## src/design/pidp_pkg.sv

```systemverilog
// ---------------------------------------------------------------------------
// PID positional controller package
// Shared widths, item types and the 32-bit saturation helper.
// ---------------------------------------------------------------------------
package pidp_pkg;

    localparam int SAMPLE_WIDTH   = 16;
    localparam int GAIN_FRAC_BITS = 8;
    localparam int GAIN_W         = 16;
    localparam int DRIVE_W        = 32;
    localparam int ERR_W          = SAMPLE_WIDTH + 1;
    localparam int DIFF_W         = SAMPLE_WIDTH + 2;
    localparam int PROP_W         = GAIN_W + ERR_W;
    localparam int INTEG_W        = GAIN_W + DRIVE_W;
    localparam int DERIV_W        = GAIN_W + DIFF_W;
    localparam int ACC_W          = INTEG_W + 2;
    localparam int IN_TDATA_W     = ((2 * SAMPLE_WIDTH + 7) / 8) * 8;
    localparam int OUT_TDATA_W    = 2 * DRIVE_W;
    localparam int CFG_INDEX_W    = 2;
    localparam int QUEUE_DEPTH    = 4;
    localparam int QUEUE_AW       = $clog2(QUEUE_DEPTH);

    localparam logic [CFG_INDEX_W-1:0] REG_GAIN_PROP  = 2'd0;
    localparam logic [CFG_INDEX_W-1:0] REG_GAIN_INTEG = 2'd1;
    localparam logic [CFG_INDEX_W-1:0] REG_GAIN_DERIV = 2'd2;

    typedef struct packed {
        logic signed [GAIN_W-1:0] prop;
        logic signed [GAIN_W-1:0] integ;
        logic signed [GAIN_W-1:0] deriv;
    } t_gains;

    typedef struct packed {
        logic signed [ERR_W-1:0]   err;
        logic signed [DRIVE_W-1:0] integ;
        logic signed [DIFF_W-1:0]  diff;
    } t_front_item;

    function automatic logic signed [DRIVE_W-1:0] sat_drive(
        input logic signed [DRIVE_W:0] x
    );
        logic signed [DRIVE_W-1:0] r;
        if (x[DRIVE_W] == x[DRIVE_W-1]) begin
            r = x[DRIVE_W-1:0];
        end else if (x[DRIVE_W]) begin
            r = {1'b1, {(DRIVE_W-1){1'b0}}};
        end else begin
            r = {1'b0, {(DRIVE_W-1){1'b1}}};
        end
        return r;
    endfunction

endpackage

```

## src/design/pid_positional_controller.sv

```systemverilog
// An accepted request passes the queue, then the product, sum and output registers.
// Throughput: one request per cycle unless output stalls; the three-stage back end sets the pace.
// A four-entry queue decouples the input handshake from output stalls.
// Reset (synchronous, active low) clears the gains, integral, last error,
// last drive, queue and pipeline valid flags.
// ---------------------------------------------------------------------------
// PID positional controller
// Top level: gain registers, front end, queue and back-end pipeline.
// ---------------------------------------------------------------------------
module pid_positional_controller import pidp_pkg::*; (
    input  logic                   i_clk,
    input  logic                   i_rst_n,
    input  logic                   i_s_axis_tvalid,
    output logic                   o_s_axis_tready,
    // target_value [15:0], measured_value [31:16]
    input  logic [IN_TDATA_W-1:0]  i_s_axis_tdata,
    output logic                   o_m_axis_tvalid,
    input  logic                   i_m_axis_tready,
    // drive_value [31:0], drive_change [63:32]
    output logic [OUT_TDATA_W-1:0] o_m_axis_tdata,
    input  logic                   i_cfg_valid,
    output logic                   o_cfg_ready,
    input  logic [CFG_INDEX_W-1:0] i_cfg_index,
    input  logic [GAIN_W-1:0]      i_cfg_data
);

    t_gains      r_gains;
    t_front_item front_item;
    t_front_item queue_item;
    logic        push;
    logic        pop;
    logic        queue_full;
    logic        queue_empty;

    assign o_cfg_ready = 1'b1;

    always_ff @(posedge i_clk) begin
        if (!i_rst_n) begin
            r_gains <= '0;
        end else if (i_cfg_valid) begin
            unique case (i_cfg_index)
                REG_GAIN_PROP:  r_gains.prop  <= i_cfg_data;
                REG_GAIN_INTEG: r_gains.integ <= i_cfg_data;
                REG_GAIN_DERIV: r_gains.deriv <= i_cfg_data;
                default:        r_gains       <= r_gains;
            endcase
        end
    end

    pidp_front u_front (
        .i_clk           (i_clk),
        .i_rst_n         (i_rst_n),
        .i_s_axis_tvalid (i_s_axis_tvalid),
        .o_s_axis_tready (o_s_axis_tready),
        .i_s_axis_tdata  (i_s_axis_tdata),
        .i_queue_full    (queue_full),
        .o_push          (push),
        .o_item          (front_item)
    );

    pidp_queue u_queue (
        .i_clk   (i_clk),
        .i_rst_n (i_rst_n),
        .i_push  (push),
        .i_item  (front_item),
        .o_full  (queue_full),
        .i_pop   (pop),
        .o_empty (queue_empty),
        .o_item  (queue_item)
    );

    pidp_back u_back (
        .i_clk           (i_clk),
        .i_rst_n         (i_rst_n),
        .i_gains         (r_gains),
        .i_queue_empty   (queue_empty),
        .i_item          (queue_item),
        .o_pop           (pop),
        .o_m_axis_tvalid (o_m_axis_tvalid),
        .i_m_axis_tready (i_m_axis_tready),
        .o_m_axis_tdata  (o_m_axis_tdata)
    );

endmodule

```

## src/design/pidp_front.sv

```systemverilog
// ---------------------------------------------------------------------------
// PID front end
// Accepts samples, forms the error, the saturated integral and the change
// in error, and pushes them into the queue.
// ---------------------------------------------------------------------------
module pidp_front import pidp_pkg::*; (
    input  logic                  i_clk,
    input  logic                  i_rst_n,
    input  logic                  i_s_axis_tvalid,
    output logic                  o_s_axis_tready,
    // target_value, measured_value
    input  logic [IN_TDATA_W-1:0] i_s_axis_tdata,
    input  logic                  i_queue_full,
    output logic                  o_push,
    output t_front_item           o_item
);

    logic signed [DRIVE_W-1:0] r_integ;
    logic signed [ERR_W-1:0]   r_last_err;
    logic signed [SAMPLE_WIDTH-1:0] target;
    logic signed [SAMPLE_WIDTH-1:0] measured;
    logic signed [ERR_W-1:0]   err;
    logic signed [DRIVE_W:0]   integ_sum;
    logic signed [DRIVE_W-1:0] n_integ;

    assign target    = i_s_axis_tdata[SAMPLE_WIDTH-1:0];
    assign measured  = i_s_axis_tdata[2*SAMPLE_WIDTH-1:SAMPLE_WIDTH];
    assign err       = ERR_W'(target) - ERR_W'(measured);
    assign integ_sum = (DRIVE_W+1)'(r_integ) + (DRIVE_W+1)'(err);
    assign n_integ   = sat_drive(integ_sum);

    assign o_s_axis_tready = !i_queue_full;
    assign o_push          = i_s_axis_tvalid && !i_queue_full;
    assign o_item.err      = err;
    assign o_item.integ    = n_integ;
    assign o_item.diff     = DIFF_W'(err) - DIFF_W'(r_last_err);

    always_ff @(posedge i_clk) begin
        if (!i_rst_n) begin
            r_integ    <= '0;
            r_last_err <= '0;
        end else if (o_push) begin
            r_integ    <= n_integ;
            r_last_err <= err;
        end
    end

endmodule

```

## src/design/pidp_queue.sv

```systemverilog
// ---------------------------------------------------------------------------
// PID item queue
// Small first-in first-out buffer between the front end and the back end.
// ---------------------------------------------------------------------------
module pidp_queue import pidp_pkg::*; (
    input  logic        i_clk,
    input  logic        i_rst_n,
    input  logic        i_push,
    input  t_front_item i_item,
    output logic        o_full,
    input  logic        i_pop,
    output logic        o_empty,
    output t_front_item o_item
);

    t_front_item               r_mem [QUEUE_DEPTH];
    logic [QUEUE_AW-1:0]       r_wr_ptr;
    logic [QUEUE_AW-1:0]       r_rd_ptr;
    logic [QUEUE_AW:0]         r_count;
    logic                      do_pop;

    assign o_full  = (r_count == (QUEUE_AW+1)'(QUEUE_DEPTH));
    assign o_empty = (r_count == '0);
    assign o_item  = r_mem[r_rd_ptr];
    assign do_pop  = i_pop && !o_empty;

    always_ff @(posedge i_clk) begin
        if (i_push) begin
            r_mem[r_wr_ptr] <= i_item;
        end
    end

    always_ff @(posedge i_clk) begin
        if (!i_rst_n) begin
            r_wr_ptr <= '0;
            r_rd_ptr <= '0;
            r_count  <= '0;
        end else begin
            if (i_push) begin
                r_wr_ptr <= r_wr_ptr + QUEUE_AW'(1);
            end
            if (do_pop) begin
                r_rd_ptr <= r_rd_ptr + QUEUE_AW'(1);
            end
            unique case ({i_push, do_pop})
                2'b10:   r_count <= r_count + (QUEUE_AW+1)'(1);
                2'b01:   r_count <= r_count - (QUEUE_AW+1)'(1);
                default: r_count <= r_count;
            endcase
        end
    end

endmodule

```

## src/design/pidp_back.sv

```systemverilog
// ---------------------------------------------------------------------------
// PID back end
// Three-stage pipeline: gain products, shifted and saturated sum, and the
// saturated change against the previous drive in the output register.
// ---------------------------------------------------------------------------
module pidp_back import pidp_pkg::*; (
    input  logic                   i_clk,
    input  logic                   i_rst_n,
    input  t_gains                 i_gains,
    input  logic                   i_queue_empty,
    input  t_front_item            i_item,
    output logic                   o_pop,
    output logic                   o_m_axis_tvalid,
    input  logic                   i_m_axis_tready,
    // drive_value, drive_change
    output logic [OUT_TDATA_W-1:0] o_m_axis_tdata
);

    logic                       r_v1;
    logic                       r_v2;
    logic                       r_v3;
    logic signed [PROP_W-1:0]   r_p_prop;
    logic signed [INTEG_W-1:0]  r_p_integ;
    logic signed [DERIV_W-1:0]  r_p_deriv;
    logic signed [DRIVE_W-1:0]  r_drive2;
    logic signed [DRIVE_W-1:0]  r_drive3;
    logic signed [DRIVE_W-1:0]  r_change3;
    logic signed [DRIVE_W-1:0]  r_last_drive;
    logic                       ready1;
    logic                       ready2;
    logic                       ready3;
    logic signed [ACC_W-1:0]    acc;
    logic signed [ACC_W-1:0]    shifted;
    logic signed [DRIVE_W-1:0]  n_drive2;

    assign ready3 = !r_v3 || i_m_axis_tready;
    assign ready2 = !r_v2 || ready3;
    assign ready1 = !r_v1 || ready2;
    assign o_pop  = ready1 && !i_queue_empty;

    assign acc     = ACC_W'(r_p_prop) + ACC_W'(r_p_integ) + ACC_W'(r_p_deriv);
    assign shifted = acc >>> GAIN_FRAC_BITS;

    always_comb begin
        if (&shifted[ACC_W-1:DRIVE_W-1] || ~|shifted[ACC_W-1:DRIVE_W-1]) begin
            n_drive2 = shifted[DRIVE_W-1:0];
        end else if (shifted[ACC_W-1]) begin
            n_drive2 = {1'b1, {(DRIVE_W-1){1'b0}}};
        end else begin
            n_drive2 = {1'b0, {(DRIVE_W-1){1'b1}}};
        end
    end

    always_ff @(posedge i_clk) begin
        if (ready1) begin
            r_p_prop  <= i_gains.prop * i_item.err;
            r_p_integ <= i_gains.integ * i_item.integ;
            r_p_deriv <= i_gains.deriv * i_item.diff;
        end
        if (ready2) begin
            r_drive2 <= n_drive2;
        end
        if (ready3 && r_v2) begin
            r_drive3  <= r_drive2;
            r_change3 <= sat_drive((DRIVE_W+1)'(r_drive2) - (DRIVE_W+1)'(r_last_drive));
        end
    end

    always_ff @(posedge i_clk) begin
        if (!i_rst_n) begin
            r_v1         <= 1'b0;
            r_v2         <= 1'b0;
            r_v3         <= 1'b0;
            r_last_drive <= '0;
        end else begin
            if (ready1) begin
                r_v1 <= !i_queue_empty;
            end
            if (ready2) begin
                r_v2 <= r_v1;
            end
            if (ready3) begin
                r_v3 <= r_v2;
                if (r_v2) begin
                    r_last_drive <= r_drive2;
                end
            end
        end
    end

    assign o_m_axis_tvalid = r_v3;
    assign o_m_axis_tdata  = {r_change3, r_drive3};

endmodule
```

## config.mk

```make
export PLATFORM = sky130hd
export DESIGN_NAME = pid_positional_controller
export DESIGN_NICKNAME = d
export VERILOG_FILES = /design/src/design/pidp_pkg.sv /design/src/design/pid_positional_controller.sv /design/src/design/pidp_front.sv /design/src/design/pidp_queue.sv /design/src/design/pidp_back.sv
export SDC_FILE = /design/constraint.sdc
export NUM_CORES = 2
export LEC_CHECK = 0
export BUFFER_PORTS_ARGS = -buffer_cell sky130_fd_sc_hd__buf_2
export CORE_ASPECT_RATIO = 1.1
export CORE_MARGIN = 3
export CORE_UTILIZATION = 60
export DETAILED_ROUTE_END_ITERATION = 10
export PLACE_DENSITY = 0.87
export SLEW_MARGIN = 20
export SYNTH_ARGS = -nofsm -noshare
export SYNTH_HDL_FRONTEND = slang
export SYNTH_SLANG_ARGS = --single-unit
```

## constraint.sdc

```tcl
create_clock -name i_clk -period 16 [get_ports i_clk]
set_input_delay 0 -clock i_clk [delete_from_list [all_inputs] [get_ports i_clk]]
set_output_delay 0 -clock i_clk [all_outputs]
set_load 0.02 [all_outputs]
```

==> flow_summary.html <==
<table>
<tr><th>Metric</th><th>Value</th></tr>
<tr><th colspan="2">Run status</th></tr>
<tr><td>Result of the run</td><td>finished, final reports clean</td></tr>
<tr><th colspan="2">Global route</th></tr>
<tr><td>Number of antenna violations at the first check in global routing</td><td>2</td></tr>
<tr><td>Pin count of the biggest net entering global routing</td><td>between 100 and 150</td></tr>
<tr><td>Vias in the first global route</td><td>52000</td></tr>
<tr><td>All-layer global routing usage</td><td>29.3%</td></tr>
<tr><td>Congestion Overflow GR</td><td>0</td></tr>
<tr><td>First-pass GRT wire length</td><td>about 270 mm</td></tr>
<tr><th colspan="2">Synth</th></tr>
<tr><td>Area fraction of the dominant cell type after synthesis</td><td>about a third</td></tr>
<tr><td>Most used flip-flop cell after synthesis</td><td>sky130_fd_sc_hd__edfxtp_1</td></tr>
<tr><td>Cell type with the largest total area after synthesis</td><td>sky130_fd_sc_hd__fa_1</td></tr>
<tr><td>Proportion of register bits with asynchronous set or reset after synthesis</td><td>0%</td></tr>
<tr><td>Number of instances in the synthesized netlist</td><td>approximately 6700</td></tr>
<tr><td>Average cell area after synthesis</td><td>about 10 um2</td></tr>
<tr><td>Count of cell types in the netlist</td><td>between 100 and 150</td></tr>
<tr><td>Top area cells in the synthesized netlist</td><td>sky130_fd_sc_hd__fa_1 (32%), sky130_fd_sc_hd__edfxtp_1 (21%), sky130_fd_sc_hd__ha_1 (7.9%), sky130_fd_sc_hd__inv_1 (7.3%), sky130_fd_sc_hd__nand2_1 (5.0%)</td></tr>
<tr><td>Synth Register Bits</td><td>620</td></tr>
<tr><td>Mapped cell area</td><td>around 0.068 mm2</td></tr>
<tr><td>Sequential area share after synthesis</td><td>roughly a quarter</td></tr>
<tr><td>Post-synth EDFFs</td><td>479</td></tr>
<tr><td>Total of warnings raised by yosys</td><td>0</td></tr>
<tr><td>Net count of the mapped netlist</td><td>8280</td></tr>
<tr><th colspan="2">Route</th></tr>
<tr><td>Final Routed Wirelength</td><td>roughly 170 mm</td></tr>
<tr><td>DRT Pass-1 Iters</td><td>7</td></tr>
<tr><td>Routed len/inst</td><td>between 20 and 25 um</td></tr>
<tr><td>Avg Vias per Cell</td><td>between 5 and 6</td></tr>
<tr><td>Post-route antenna net violation count</td><td>0</td></tr>
<tr><td>First-iteration detailed-routing DRC count</td><td>4150</td></tr>
<tr><td>Total number of vias</td><td>approximately 48000</td></tr>
<tr><td>DRC violations left</td><td>0</td></tr>
<tr><th colspan="2">Cells and area</th></tr>
<tr><td>Post-route cell area</td><td>0.0729 mm2</td></tr>
<tr><td>Highest-count cells in the layout ignoring fill and taps</td><td>sky130_fd_sc_hd__inv_1 (1333), sky130_fd_sc_hd__fa_1 (1104), sky130_fd_sc_hd__nand2_1 (910), sky130_fd_sc_hd__edfxtp_1 (479), sky130_fd_sc_hd__ha_1 (434)</td></tr>
<tr><td>Nets</td><td>8293</td></tr>
<tr><td>Post-route insts no fill</td><td>just over 8000</td></tr>
<tr><td>Fraction of layout instances using a drive strength above 1</td><td>between 6 and 7%</td></tr>
<tr><td>Syn-to-layout area delta</td><td>6.64%</td></tr>
<tr><td>Layout Utilization</td><td>approximately 65%</td></tr>
<tr><td>Most frequent standard cell in the layout excluding fill and tap cells</td><td>sky130_fd_sc_hd__inv_1</td></tr>
<tr><th colspan="2">Die</th></tr>
<tr><td>Core Region</td><td>roughly 0.11 mm2</td></tr>
<tr><td>Die Height</td><td>approximately 360 um</td></tr>
<tr><td>Floorplan die area</td><td>~0.12 mm2</td></tr>
<tr><td>Top-Level Pins</td><td>approximately 120</td></tr>
<tr><td>Horizontal die dimension</td><td>between 300 and 400 um</td></tr>
<tr><td>Initial core utilization</td><td>~61%</td></tr>
<tr><td>Num rows</td><td>129</td></tr>
<tr><th colspan="2">Place</th></tr>
<tr><td>Setup WS pre-CTS</td><td>roughly 7000 ps</td></tr>
<tr><td>Buffers on Ports</td><td>120</td></tr>
<tr><td>Cell area after placement</td><td>between 0.07 and 0.08 mm2</td></tr>
<tr><td>Estimated wirelength of the detail-placed design</td><td>roughly 130 mm</td></tr>
<tr><td>Placed instance count</td><td>between 8000 and 9000</td></tr>
<tr><td>GP Congestion</td><td>0.940</td></tr>
<tr><th colspan="2">Power</th></tr>
<tr><td>Leakage power</td><td>33.6 nW</td></tr>
<tr><td>Peak VDD IR</td><td>around 170 uV</td></tr>
<tr><td>Cell Pwr Density</td><td>~160 mW/mm2</td></tr>
<tr><th colspan="2">Clock network</th></tr>
<tr><td>Clock insertion delay at the later pin of the skew report</td><td>~650 ps</td></tr>
<tr><td>Post CTS Setup Buffer Count</td><td>0</td></tr>
<tr><td>Root Driver</td><td>sky130_fd_sc_hd__clkbuf_16</td></tr>
<tr><td>Clock sink count</td><td>620</td></tr>
<tr><td>Clock-pin slew reported for the worst setup and hold paths after clock tree synthesis</td><td>60 ps</td></tr>
<tr><td>Maximum clock path buffer count</td><td>3</td></tr>
<tr><td># hold bufs at CTS</td><td>34</td></tr>
<tr><td>H-tree depth reported by CTS</td><td>3</td></tr>
<tr><td>Cells resized by post-CTS repair</td><td>0</td></tr>
<tr><td>Number of buffers created by CTS</td><td>67</td></tr>
<tr><td>TritonCTS clock tree</td><td>built</td></tr>
<tr><th colspan="2">STA</th></tr>
<tr><td>Setup Skew</td><td>between 20 and 30 ps</td></tr>
<tr><td>Final hold violation count</td><td>0</td></tr>
<tr><td>Min Tclk post-route</td><td>between 8000 and 9000 ps</td></tr>
<tr><td>RSZ-0062 raised after global routing</td><td>no</td></tr>
<tr><td>Setup violation total in the final timing report</td><td>0</td></tr>
<tr><td>Setup slack of the critical path after layout</td><td>~7000 ps</td></tr>
<tr><td>Tcrit/Tclk final</td><td>between 50% and 60%</td></tr>
<tr><td>Total Neg Setup Slack</td><td>0 ps</td></tr>
<tr><td>Max transition margin</td><td>between 20% and 30%</td></tr>
<tr><td>F_max</td><td>between 100 and 150 MHz</td></tr>
<tr><td>Pins over their slew limit</td><td>0</td></tr>
<tr><td>Measured slew at the worst slew-check pin</td><td>between 1000 and 1500 ps</td></tr>
<tr><th colspan="2">Min path</th></tr>
<tr><td>Class of the most critical hold timing path</td><td>input port to flop</td></tr>
<tr><td>WHS Endpoint</td><td>u_queue.r_mem[3][54]</td></tr>
<tr><td>Worst hold start</td><td>i_s_axis_tdata[4]</td></tr>
<tr><td>Min-Delay Path Depth</td><td>4</td></tr>
<tr><th colspan="2">Worst setup path</th></tr>
<tr><td>Data required time of the worst path</td><td>between 15000 and 20000 ps</td></tr>
<tr><td>Nature of the critical path startpoint</td><td>flop</td></tr>
<tr><td>Worst r2r dst</td><td>u_back.r_p_integ[47]</td></tr>
<tr><td>Worst-path fanout max</td><td>51</td></tr>
<tr><td>Worst Path Class, Setup</td><td>flop to flop</td></tr>
<tr><td>Worst Reg-to-Reg Cells</td><td>24</td></tr>
<tr><td>Critical Path End Type</td><td>flop</td></tr>
<tr><td>WP data arrival</td><td>around 9300 ps</td></tr>
<tr><td>R2R setup slack</td><td>about 7000 ps</td></tr>
<tr><th colspan="2">Run</th></tr>
<tr><td>Maximum Capacitance Violations</td><td>0</td></tr>
</table>
cell usage after synthesis (11+ instances only):
| cell | count |
|---|---|
| sky130_fd_sc_hd__inv_1 | 1334 |
| sky130_fd_sc_hd__fa_1 | 1104 |
| sky130_fd_sc_hd__nand2_1 | 910 |
| sky130_fd_sc_hd__edfxtp_1 | 479 |
| sky130_fd_sc_hd__ha_1 | 434 |
| sky130_fd_sc_hd__and2_1 | 427 |
| sky130_fd_sc_hd__nor2_1 | 232 |
| sky130_fd_sc_hd__clkbuf_1 | 214 |
| sky130_fd_sc_hd__a21oi_1 | 193 |
| sky130_fd_sc_hd__xnor2_1 | 162 |
| sky130_fd_sc_hd__dfxtp_1 | 141 |
| sky130_fd_sc_hd__o21ai_0 | 125 |
| sky130_fd_sc_hd__a21boi_0 | 106 |
| sky130_fd_sc_hd__a21o_1 | 102 |
| sky130_fd_sc_hd__mux4_2 | 67 |
| sky130_fd_sc_hd__xor2_1 | 66 |
| sky130_fd_sc_hd__nand3_1 | 52 |
| sky130_fd_sc_hd__nand2b_1 | 48 |
| sky130_fd_sc_hd__nor3_1 | 41 |
| sky130_fd_sc_hd__o21bai_1 | 40 |
| sky130_fd_sc_hd__a21oi_2 | 32 |
| sky130_fd_sc_hd__nor2b_1 | 32 |
| sky130_fd_sc_hd__and3_1 | 30 |
| sky130_fd_sc_hd__o21a_1 | 30 |
| sky130_fd_sc_hd__buf_1 | 27 |
| sky130_fd_sc_hd__a211oi_1 | 19 |
| sky130_fd_sc_hd__a31oi_1 | 18 |
| sky130_fd_sc_hd__maj3_1 | 18 |
| sky130_fd_sc_hd__nand4_1 | 16 |
| sky130_fd_sc_hd__or3_1 | 11 |
metal layers:
metal,wire length (um),GRT usage (%)
met5,13,0
met4,11000,16.8
met3,14700,6.61
met2,82000,49.5
met1,60300,34.6
final cells by class:
type | instances | area (um2)
Inverter | 1336 | 5020
Antenna cell | 2 | 5.00
Timing Repair Buffer | 199 | 1320
Fill cell | 8182 | 39900
Multi-Input combinational cell | 4476 | 45200
Tap cell | 1506 | 1880
Clock inverter | 37 | 413
Sequential cell | 620 | 17200
Clock buffer | 87 | 1890
stage by stage:
| step | hold WS (ps) | power, mW |
|---|---|---|
| finish | 35.8 | 11.7 |
| global route | 50.3 | 12.6 |
| CTS | 8.87 | 11.7 |
| detailed placement | 292 | 9.97 |
| global placement | 285 | 9.68 |
| floorplan | 145 | 7.96 |
logic make-up (layout without fill, tap and decap cells):
kind of cell / count (synthesis) / in the layout / share of synthesized area, %
buf+inv: 1591 / 1659 / 8.82
xor+xnor: 230 / 230 / 2.97
flops: 620 / 620 / 25.2
fa+ha+maj: 1556 / 1556 / 40.5
other cells: 1 / 3 / 0.00548
compound gates: 779 / 779 / 7.69
mux: 71 / 71 / 2.26
simple gates: 1839 / 1839 / 12.6
state kept, by name, summed over array words and instances (netlist names), named ones only:
| signal | cells |
|---|---|
| u_queue.r_mem | 268 |
| u_back.o_m_axis_tvalid | 1 |
| u_back.r_v2 | 1 |
| u_queue.r_count | 3 |
| u_back.r_drive3 | 32 |
| u_queue.r_rd_ptr | 2 |
| u_front.r_last_err | 17 |
| r_gains | 48 |
| u_back.r_p_deriv | 34 |
| u_back.r_last_drive | 32 |
| u_back.r_v1 | 1 |
| u_back.r_p_prop | 33 |
| u_back.r_drive2 | 32 |
| u_front.r_integ | 32 |
| u_back.r_p_integ | 48 |
| u_back.r_change3 | 32 |
| u_queue.r_wr_ptr | 2 |
report_power, final:
part	internal [mW]	switching [mW]
clock network	0.942	0.686
registers	2.50	0.276
logic	2.66	4.65
total	6.10	5.61
critical path, cell delays in order (launching register included):
cell	delay, ps
sky130_fd_sc_hd__dfxtp_4	560
sky130_fd_sc_hd__buf_6	600
sky130_fd_sc_hd__mux4_2	810
sky130_fd_sc_hd__and2_1	270
sky130_fd_sc_hd__fa_1	530
sky130_fd_sc_hd__inv_1	50
sky130_fd_sc_hd__fa_1	460
sky130_fd_sc_hd__fa_1	510
sky130_fd_sc_hd__inv_1	50
sky130_fd_sc_hd__fa_1	490
sky130_fd_sc_hd__fa_1	490
sky130_fd_sc_hd__inv_1	50
sky130_fd_sc_hd__fa_1	510
sky130_fd_sc_hd__inv_1	50
sky130_fd_sc_hd__ha_1	360
sky130_fd_sc_hd__and3_1	230
sky130_fd_sc_hd__nand4_1	110
sky130_fd_sc_hd__o21ai_0	440
sky130_fd_sc_hd__a21oi_1	230
sky130_fd_sc_hd__o21ai_1	340
sky130_fd_sc_hd__a211oi_1	150
sky130_fd_sc_hd__o41ai_1	790
sky130_fd_sc_hd__a221o_1	260
sky130_fd_sc_hd__a21oi_1	80
sky130_fd_sc_hd__xnor2_1	120
worst max path at each step:
stage | start | endpoint | slack, ps | cells past startpoint
2_1_floorplan | flop | u_back.r_p_deriv[33] | 7760 | 30
3_3_place_gp | flop | u_back.r_p_integ[47] | 6990 | 24
3_5_place_dp | flop | u_back.r_p_integ[47] | 6860 | 24
4_1_cts | flop | u_back.r_p_integ[47] | 6840 | 24
5_1_grt | flop | u_back.r_p_integ[44] | 6650 | 26
6_report | flop | u_back.r_p_integ[47] | 7100 | 24
(Power assumes the default switching activity.)
